## src/rtl/u2a_pkg.sv

```systemverilog
package u2a_pkg;

	// Register map: word index of each configuration register
	localparam logic REG_OUTPUT_LIMIT = 1'b0;

	localparam int unsigned APB_ADDR_W = 3;
	localparam int unsigned APB_DATA_W = 32;

	localparam logic [7:0] OUTPUT_LIMIT_RESET = 8'd31;

	// Continuation bytes still expected
	localparam logic [1:0] REM_NONE = 2'd0;
	localparam logic [1:0] REM_ONE  = 2'd1;
	localparam logic [1:0] REM_TWO  = 2'd2;

	localparam logic [15:0] CP_PRINT_MIN  = 16'h0020;
	localparam logic [15:0] CP_ASCII_END  = 16'h0080;
	localparam logic [15:0] CP_LATIN1_MIN = 16'h00C0;
	localparam logic [15:0] CP_LATIN1_MAX = 16'h00FF;
	localparam logic [15:0] CP_EXTA_MIN   = 16'h0100;
	localparam logic [15:0] CP_EXTA_MAX   = 16'h017F;

	// Fold tables, first character at the most significant byte
	localparam logic [64*8-1:0] LATIN1_FOLD = {
		"AAAAAAACEEEEIIIIDNOOOOOxOUUUUYTs",
		"aaaaaaaceeeeiiiidnooooo/ouuuuyty"
	};

	localparam logic [128*8-1:0] EXTA_FOLD = {
		"AaAaAaCcCcCcCcDdDdEeEeEeEeEeGgGg",
		"GgGgHhHhIiIiIiIiIiIiJjKkkLlLlLlL",
		"lLlNnNnNnnNnOoOoOoOoRrRrRrSsSsSs",
		"SsTtTtTtUuUuUuUuUuUuWwYyYZzZzZzs"
	};

	typedef struct packed {
		logic [7:0] in_byte;
		logic       is_last;
	} in_item_t;

	typedef struct packed {
		logic       char_valid;
		logic [6:0] char_out;
		logic       end_of_string;
	} out_item_t;

	function automatic logic [6:0] fold_latin1(input logic [5:0] idx);
		logic [7:0] ch;
		ch = LATIN1_FOLD[(7'd63 - {1'b0, idx}) * 8 +: 8];
		return ch[6:0];
	endfunction

	function automatic logic [6:0] fold_exta(input logic [6:0] idx);
		logic [7:0] ch;
		ch = EXTA_FOLD[(8'd127 - {1'b0, idx}) * 8 +: 8];
		return ch[6:0];
	endfunction

endpackage

```

## src/rtl/utf8_to_ascii_folder_top.sv

```systemverilog
// Each result item is registered into the output slot, or the skid slot if
// the output stalls. Throughput: one byte per cycle while in_ready is high;
// the skid slot holds one result, and in_ready drops while it is full.
// Reset: arst_n clears decode state, emitted count and both output slots, and
// sets output_limit to 31. The last byte of a string also clears decode state.
module utf8_to_ascii_folder_top (
	input  logic                                  clk,
	input  logic                                  arst_n,
	input  logic                                  in_valid,
	output logic                                  in_ready,
	input  u2a_pkg::in_item_t                     in_data,
	output logic                                  out_valid,
	input  logic                                  out_ready,
	output u2a_pkg::out_item_t                    out_data,
	input  logic                                  psel,
	input  logic                                  penable,
	input  logic                                  pwrite,
	input  logic [u2a_pkg::APB_ADDR_W-1:0]        paddr,
	input  logic [u2a_pkg::APB_DATA_W-1:0]        pwdata,
	output logic [u2a_pkg::APB_DATA_W-1:0]        prdata,
	output logic                                  pready
);

	logic [7:0]          output_limit_q;
	logic [1:0]          rem_q;
	logic [15:0]         accum_q;
	logic [7:0]          count_q;
	logic                out_valid_q;
	logic                skid_valid_q;
	u2a_pkg::out_item_t  out_q;
	u2a_pkg::out_item_t  skid_q;

	logic                in_take;
	logic                out_take;
	logic                reg_sel;
	logic [7:0]          b;
	logic                last;
	logic                is_ascii;
	logic                is_lead2;
	logic                is_lead3;
	logic                have;
	logic [15:0]         cp;
	logic [1:0]          rem_d;
	logic [15:0]         accum_d;
	logic [7:0]          count_d;
	logic                fold_ok;
	logic [6:0]          fold_ch;
	logic                emit;
	u2a_pkg::out_item_t  res;

	assign pready   = 1'b1;
	assign reg_sel  = paddr[2];
	assign in_ready = !skid_valid_q;
	assign in_take  = in_valid && in_ready;
	assign out_take = out_valid_q && out_ready;
	assign out_valid = out_valid_q;
	assign out_data  = out_q;

	// Read back the limit register
	always_comb begin
		prdata = '0;
		if (reg_sel == u2a_pkg::REG_OUTPUT_LIMIT) begin
			prdata = {{(u2a_pkg::APB_DATA_W - 8){1'b0}}, output_limit_q};
		end
	end

	// Write the limit register on the access phase
	always_ff @(posedge clk or negedge arst_n) begin
		if (!arst_n) begin
			output_limit_q <= u2a_pkg::OUTPUT_LIMIT_RESET;
		end else if (psel && penable && pwrite && pready
				&& reg_sel == u2a_pkg::REG_OUTPUT_LIMIT) begin
			output_limit_q <= pwdata[7:0];
		end
	end

	// Decode one byte against the sequence state
	always_comb begin
		b        = in_data.in_byte;
		last     = in_data.is_last;
		is_ascii = !b[7];
		is_lead2 = (b[7:5] == 3'b110);
		is_lead3 = (b[7:4] == 4'b1110);
		have     = 1'b0;
		cp       = {8'h00, b};
		rem_d    = u2a_pkg::REM_NONE;
		accum_d  = accum_q;
		case (rem_q)
			u2a_pkg::REM_ONE: begin
				cp   = accum_q | {10'd0, b[5:0]};
				have = 1'b1;
			end
			u2a_pkg::REM_TWO: begin
				if (last) begin
					have = is_ascii;
				end else begin
					accum_d = accum_q | {4'd0, b[5:0], 6'd0};
					rem_d   = u2a_pkg::REM_ONE;
				end
			end
			default: begin
				have = is_ascii;
				if (is_lead2 && !last) begin
					accum_d = {5'd0, b[4:0], 6'd0};
					rem_d   = u2a_pkg::REM_ONE;
				end else if (is_lead3 && !last) begin
					accum_d = {b[3:0], 12'd0};
					rem_d   = u2a_pkg::REM_TWO;
				end
			end
		endcase
	end

	// Fold the code point to printable ASCII
	always_comb begin
		fold_ok = 1'b0;
		fold_ch = cp[6:0];
		if (cp < u2a_pkg::CP_ASCII_END) begin
			fold_ok = (cp >= u2a_pkg::CP_PRINT_MIN);
		end else if (cp >= u2a_pkg::CP_LATIN1_MIN && cp <= u2a_pkg::CP_LATIN1_MAX) begin
			fold_ok = 1'b1;
			fold_ch = u2a_pkg::fold_latin1(cp[5:0]);
		end else if (cp >= u2a_pkg::CP_EXTA_MIN && cp <= u2a_pkg::CP_EXTA_MAX) begin
			fold_ok = 1'b1;
			fold_ch = u2a_pkg::fold_exta(cp[6:0]);
		end
		emit    = have && fold_ok && (count_q < output_limit_q);
		count_d = emit ? count_q + 8'd1 : count_q;
		res.char_valid    = emit;
		res.char_out      = emit ? fold_ch : 7'd0;
		res.end_of_string = last;
	end

	// Advance sequence state; clear at end of string
	always_ff @(posedge clk or negedge arst_n) begin
		if (!arst_n) begin
			rem_q   <= u2a_pkg::REM_NONE;
			accum_q <= '0;
			count_q <= '0;
		end else if (in_take) begin
			if (last) begin
				rem_q   <= u2a_pkg::REM_NONE;
				accum_q <= '0;
				count_q <= '0;
			end else begin
				rem_q   <= rem_d;
				accum_q <= accum_d;
				count_q <= count_d;
			end
		end
	end

	// Output slot and skid slot occupancy
	always_ff @(posedge clk or negedge arst_n) begin
		if (!arst_n) begin
			out_valid_q  <= 1'b0;
			skid_valid_q <= 1'b0;
		end else if (!out_valid_q || out_take) begin
			out_valid_q  <= skid_valid_q || in_take;
			skid_valid_q <= 1'b0;
		end else if (in_take) begin
			skid_valid_q <= 1'b1;
		end
	end

	// Hold result items in the output or skid slot
	always_ff @(posedge clk) begin
		if (!out_valid_q || out_take) begin
			out_q <= skid_valid_q ? skid_q : res;
		end else if (in_take) begin
			skid_q <= res;
		end
	end

	a_skid_behind_out: assert property (@(posedge clk) disable iff (!arst_n)
		skid_valid_q |-> out_valid_q)
		else $error("skid slot full while output slot empty");

	a_no_char_zero: assert property (@(posedge clk) disable iff (!arst_n)
		(out_valid && !out_data.char_valid) |-> (out_data.char_out == 7'd0))
		else $error("char_out nonzero without char_valid");

	a_char_printable: assert property (@(posedge clk) disable iff (!arst_n)
		(out_valid && out_data.char_valid) |-> (out_data.char_out >= 7'h20))
		else $error("emitted character below 0x20");

	a_rem_legal: assert property (@(posedge clk) disable iff (!arst_n)
		rem_q != 2'd3)
		else $error("continuation count out of range");

	a_last_clears: assert property (@(posedge clk) disable iff (!arst_n)
		(in_take && in_data.is_last) |=> (rem_q == u2a_pkg::REM_NONE && count_q == 8'd0))
		else $error("string end did not clear decode state");

endmodule
```

## config.mk

```make
export PLATFORM = sky130hd
export DESIGN_NAME = utf8_to_ascii_folder_top
export DESIGN_NICKNAME = d
export VERILOG_FILES = /design/src/rtl/u2a_pkg.sv /design/src/rtl/utf8_to_ascii_folder_top.sv
export SDC_FILE = /design/constraint.sdc
export NUM_CORES = 1
export LEC_CHECK = 0
export ABC_AREA = 1
export BUFFER_PORTS_ARGS = -buffer_cell sky130_fd_sc_hd__buf_2
export CAP_MARGIN = 20
export CORE_MARGIN = 2
export CORE_UTILIZATION = 35
export DETAILED_ROUTE_END_ITERATION = 7
export GPL_ROUTABILITY_DRIVEN = 0
export GPL_TIMING_DRIVEN = 0
export PLACE_DENSITY_LB_ADDON = 0.15
export SYNTH_ARGS = -nofsm -noshare
export SYNTH_HDL_FRONTEND = slang
export SYNTH_SLANG_ARGS = --single-unit
```

## constraint.sdc

```tcl
create_clock -name clk -period 2.1 [get_ports clk]
set_input_delay 0 -clock clk [delete_from_list [all_inputs] [get_ports clk]]
set_output_delay 0 -clock clk [all_outputs]
set_load 0.01 [all_outputs]
```

==> metrics.md, run 1 <==
| Metric | Value |
|---|---|
| Min Tclk post-route | `2040 ps` |
| Met2 Usage GRT | `27.9%` |
| Unique masters post-synth | `36` |
| Clk sinks | `48` |
| H-tree levels | `2` |
| Vias per cell | `4.76` |
| Post-synth EDFFs | `18` |
| HPWL after DPL | `6690 µm` |
| WL per Instance | `12.6 µm` |
| Vias in the first global route | `3167` |
| Global routing usage on met3 | `2.50%` |
| Post-Syn Area | `3570 µm²` |
| Pwr dens | `631 nW/µm²` |
| Footprint of the multi-input gates | `2050 µm²` |
| Post-Syn Instances | `508` |
| Antenna-violating nets left | `0` |
| Synth Area in Compound Gates | `8.66%` |
| Asr flop ratio synth | `62.5%` |
| Synth Area in Simple Gates | `36.6%` |
| Hold Crit Class | `input pin to register` |
| GRT busiest layer | `met2` |
| Max_cap viols | `0` |
| Worst-Skew Late Latency | `310 ps` |
| Startpoint Class | `register` |
| Kind of critical path | `register to register` |
| Prevailing post-synth register cell | `dfrtp_1` |
| Die Area | `11000 µm²` |
| Endpoint class of the critical path | `register` |
| Clk slew on worst S/H paths | `100 ps` |
| Met1 Usage GRT | `21.9%` |
| Share of layout cells above drive strength 1 | `25.0%` |
| Unrepaired setup endpoints after global routing | `yes` |
| Initial antenna violation count | `0` |
| Die width | `105 µm` |
| Die Y | `105 µm` |
| Worst EP required | `2310 ps` |
| Initial DRC count | `154` |
| Xor/xnor share of the synthesized area | `1.23%` |
| Post-synthesis mux area share | `0%` |
| Inserted Clock Buffers | `5` |
| Final worst path period share | `97.1%` |
| Initial Util | `36.4%` |
| Cell Area, Placed | `4030 µm²` |
| Most common cell after layout, fill and taps aside | `nand2_1` |
| Fin. max-slew vios | `0` |
| Synth Area in Adders | `3.51%` |
| Total Routing Usage GR | `16.4%` |
| Sequential cell area | `1300 µm²` |
| Max frequency | `0.490 GHz` |
| GR Overflow Total | `0` |
| I/O Buffers | `41` |
| P_leak | `0.00235 µW` |
| DRC violations left | `0` |
| ANT cells | `0` |
| Core Rows | `36` |
| YS warnings | `0` |
| Core outline area | `9820 µm²` |
| First-pass iteration count of the detailed router | `6` |
| Most frequent cells in the layout | `nand2_1 (141), inv_1 (51), nor2_1 (48), buf_2 (45), nand3_1 (38)` |
| Setup Skew | `16.2 ps` |
| Slew at the pin closest to its max-slew limit | `740 ps` |
| Final Routed Wirelength | `9170 µm` |
| CTS tree | `done` |
| Vias after detailed routing | `3474` |
| Setup tns final | `0 ps` |
| Hold Violations, Final | `0` |
| Largest net degree at the start of global routing | `31` |
| Fin nets | `657` |
| Worst rel slew slack | `50.5%` |
| Clock buffer depth | `2` |
| Status | `finished, final reports clean` |
| #FFs+latches synth | `48` |
| Final Cell Area | `4470 µm²` |
| Root buffer cell | `clkbuf_8` |
| Crit Path Max Fanout | `8` |
| Worst vdd ir | `0.000301 V` |
| First-pass GRT wire length | `14900 µm` |
| # setup viols final | `0` |
| Crit path DAT | `2250 ps` |
| Sequential element share of the synthesized area | `36.3%` |
| Largest family of logic cells by synthesized area | `simple AND/OR/NAND/NOR gates` |
| Syn Area/Cell | `7.03 µm²` |
| Area grow syn2layout | `25.1%` |
| Fillers | `1037` |
| # IOs | `95` |
[state kept, by name, indices dropped and copies added, names as in the netlist]
signal	cells
accum_q	10
count_q	8
out_data	9
out_valid	1
output_limit_q	8
rem_q	2
skid_q	9
skid_valid_q	1
[through the flow]
step           setup slack, ps  hold slack (ps)  total power [µW]  instances  utilization, %
2_1_floorplan              186             -296              1840        531               -
3_3_place_gp              -178             77.1              2070        705            41.0
3_5_place_dp              -201             79.7              2090        705            41.0
4_1_cts                   3.08             8.48              2710        724            43.4
5_1_grt                  -51.1             35.6              3020        730            45.5
6_report                  60.0             46.4              2820        730            45.5
[power by group]
part / total (µW) / internal, µW / switching [µW]
clock network: 585 / 240 / 345
registers: 1160 / 1110 / 52.4
logic: 1070 / 396 / 675
[worst paths after layout]
path	startpoint	to	slack (ps)	cells past startpoint
max	rem_q[1]	count_q[1]	60	15
min reg2reg	output_limit_q[1]	output_limit_q[1]	490	2
max reg2reg	rem_q[1]	count_q[1]	60	15
max in group asynchronous	arst_n	rem_q[0]	1400	2
min	in_data[0]	skid_q[0]	50	1
min in group asynchronous	arst_n	accum_q[14]	250	2
[worst max-delay path, cell delays in order (launching register included)]
cell	delay, ps
dfrtp_1	370
inv_2	60
ha_4	190
buf_8	140
nand2_2	60
nand2_2	60
nor2_4	170
nand3_4	160
nand2_4	120
inv_4	40
nand2_4	70
nand3_4	150
nand2_8	140
nand2_8	80
nand2_1	70
nand2_1	40
[synthesized netlist by cell type (4+ instances only)]
cell | instances | area share, %
a21oi_1 | 26 | 3.6
nand2_2 | 11 | 1.9
xor2_1 | 4 | 0.98
clkbuf_1 | 10 | 1.1
buf_2 | 4 | 0.56
nor3_1 | 4 | 0.56
nand3_1 | 40 | 5.6
inv_1 | 56 | 5.9
o22ai_1 | 7 | 1.2
ha_1 | 10 | 3.5
nand4_1 | 12 | 2.1
dfstp_2 | 5 | 3.7
edfxtp_1 | 18 | 15
nor2_1 | 52 | 5.5
nand2_4 | 4 | 1.3
dfrtp_1 | 25 | 18
nand2_1 | 150 | 16
buf_4 | 25 | 5.3
o21ai_0 | 18 | 2.5
[repair_timing]
item	in CTS	in global routing
gates resized for setup	8	38
pin swaps	2	12
hold endpoints to repair	35	0
hold buffers	10	0
buffers inserted	1	4
gates cloned	0	2
setup endpoints to repair	21	24
[per-layer routing]
layer  vias up  part of all wire (%)  wire [µm]
li1       1761                     -          -
met1      1582                    45       4140
met2       120                    49       4450
met3        11                   5.2        479
met4         0                   1.1         98
met5         -                     0          0
[cell families (layout without fill, tap and decap cells)]
logic type / after synthesis / after routing
compound gates: 57 / 57
xor+xnor: 5 / 5
fa+ha+maj: 10 / 10
buf+inv: 100 / 165
flops: 48 / 48
other cells: 2 / 25
simple gates: 286 / 287
[final cells by class]
type	count	share of cell area (%)
inverter	60	5.21
clock buffer	5	1.54
clock inverter	3	0.504
sequential	48	29.0
multi-input combinational	384	45.8
buffer	40	5.83
timing repair buffer	57	8.32
tap	133	3.73
Note: power is estimated with default switching activity, not from simulation.
==> inputs of run 2 (changes only) <==
- RECOVER_POWER: default -> 25
- clock period: 2.1 -> 2 ns (I/O delays scaled with it)
==> metrics.md, run 2 (synthesis gave the netlist of run 1 again) <==
| Metric | Value |
|---|---|
| Inserted Clock Buffers | `5` |
| Largest net degree at the start of global routing | `31` |
| WL per Instance | `12.5 µm` |
| Kind of critical path | `register to register` |
| HPWL after DPL | `6690 µm` |
| DRC violations left | `0` |
| WL met1 | `4150 µm` |
| Most frequent cells in the layout | `nand2_1 (137), inv_1 (49), nor2_1 (47), nand3_1 (39), buf_4 (37)` |
| Biggest register | `accum_q` |
| Initial DRC count | `179` |
| Core Util, Final | `46.3%` |
| Core Rows | `36` |
| Vias after detailed routing | `3501` |
| Share of layout cells above drive strength 1 | `25.3%` |
| P_leak | `0.00238 µW` |
| Startpoint Class | `register` |
| Clk sinks | `48` |
| Metal3 WL | `552 µm` |
| Endpoint class of the critical path | `register` |
| Slew at the pin closest to its max-slew limit | `754 ps` |
| Worst-Skew Late Latency | `310 ps` |
| Clk slew on worst S/H paths | `100 ps` |
| First-pass iteration count of the detailed router | `5` |
| Fin nets | `664` |
| Worst reg2reg path depth | `15` |
| Final Routed Wirelength | `9240 µm` |
| Die Y | `105 µm` |
| First-pass GRT wire length | `15300 µm` |
| Max frequency | `0.497 GHz` |
| Initial Util | `36.4%` |
| R2r setup slk | `-10 ps` |
| Initial antenna violation count | `0` |
| Crit-path cells | `inv_2, ha_4, buf_8, nand2_4, nand2_4, nor2_4, nand3_4, nand2_4, inv_4, nand2_4, nand3_4, nand2_8, nand2_8, nand2_1, nand2_1` |
| Top sig layer | `met4` |
| CP top delay family | `simple AND/OR/NAND/NOR gates` |
| Total Routing Usage GR | `16.9%` |
| Pwr dens | `654 nW/µm²` |
| Tot Pwr | `2970 µW` |
| DR WL met2 | `4450 µm` |
| Vias in the first global route | `3253` |
| CP Launch Point | `rem_q[1]` |
| Fin. max-slew vios | `0` |
| Setup Skew | `15.7 ps` |
| Min Tclk post-route | `2010 ps` |
| Slowest Stage Delay on Critical Path | `370 ps` |
| Antenna-violating nets left | `0` |
| Slowest CP cell | `dfrtp_1` |
| Clock buffer depth | `2` |
| I/O Buffers | `41` |
| Most common cell after layout, fill and taps aside | `nand2_1` |
| Die Area | `11000 µm²` |
| Final worst path period share | `101%` |
| Crit path buffers/inverters | `3` |
| WP depth | `15` |
| Vias per cell | `4.75` |
| Crit path DAT | `2220 ps` |
| Final setup margin | `-12.1 ps` |
| Max_cap viols | `0` |
| FF-to-FF Start | `rem_q[1]` |
| Root buffer cell | `clkbuf_8` |
| Crit Path Max Fanout | `8` |
| Failing checks | `negative setup slack` |
| Critical path endpoint | `count_q[7]` |
| GR Overflow Total | `0` |
| Core outline area | `9820 µm²` |
| # IOs | `95` |
| CTS tree | `done` |
| Worst R2R End | `count_q[7]` |
| Hold Violations, Final | `0` |
| Die width | `105 µm` |
| ANT cells | `0` |
| Hold Crit Class | `input pin to register` |
| Most used cell, CP | `nand2_4` |
| H-tree levels | `2` |
| Status | `complete, but fails checks` |
| Worst rel slew slack | `49.6%` |
| Worst EP required | `2210 ps` |
| Worst vdd ir | `0.000312 V` |
| # setup viols final | `6` |
| Fillers | `1034` |
| Unrepaired setup endpoints after global routing | `yes` |
| Largest register FFs | `10` |
| Area grow syn2layout | `27.3%` |
[run 2: routing by layer]
layer | up-vias | global-route usage (%)
li1 | 1775 | -
met1 | 1599 | 22.6
met2 | 120 | 28.8
met3 | 7 | 2.50
met4 | 0 | 3.52
met5 | - | 0
[run 2: worst min path at each step]
stage | to | slack (ps) | cells after the start | startpoint
final | rem_q[1] | 140 | 3 | in_data[6]
after global routing | rem_q[1] | 140 | 3 | in_data[6]
after CTS | skid_q[0] | 8 | 1 | in_data[0]
after detailed placement | accum_q[8] | 80 | 1 | arst_n
after global placement | accum_q[15] | 80 | 1 | arst_n
after floorplan | accum_q[10] | -300 | 0 | arst_n
[run 2: cell type report]
cell class	count	area [µm²]	area share [%]
inverter	60	233	5.12
sequential	48	1300	28.6
tap	133	166	3.66
multi-input combinational	384	2090	45.9
clock inverter	3	22.5	0.496
timing repair buffer	64	409	9.00
clock buffer	5	68.8	1.51
buffer	40	260	5.73
[run 2: report_power, final]
part	total [µW]	switching (µW)	internal [µW]
Clock	612	361	252
Combinational	1130	709	419
Sequential	1230	63.2	1170
[run 2: metrics by stage]
step           hold WS, ps  area, µm²  instances  setup WS, ps  setup TNS (ps)
2_1_floorplan         -296       3660        531          86.0               0
3_3_place_gp          77.1       4030        705          -278           -4140
3_5_place_dp          79.7       4030        705          -301           -4630
4_1_cts               8.48       4420        731         -37.6            -326
5_1_grt                142       4540        737          -162           -2560
6_report               138       4540        737         -12.1           -36.8
[run 2: what timing repair did]
| action | CTS | global route |
|---|---|---|
| hold buffers | 10 | 0 |
| setup endpoints to repair | 24 | 28 |
| gates resized for setup | 33 | 23 |
| gates cloned | 2 | 0 |
| endpoints found under the hold margin | 35 | 0 |
| pin swaps | 10 | 13 |
| buffers inserted | 6 | 6 |
[run 2: worst register-to-register path, stage by stage, from the launching register on]
cell and delay [ps]:
dfrtp_1 370, inv_2 60, ha_4 190, buf_8 150
nand2_4 70, nand2_4 50, nor2_4 170, nand3_4 160
nand2_4 110, inv_4 40, nand2_4 70, nand3_4 130
nand2_8 130, nand2_8 90, nand2_1 80, nand2_1 40
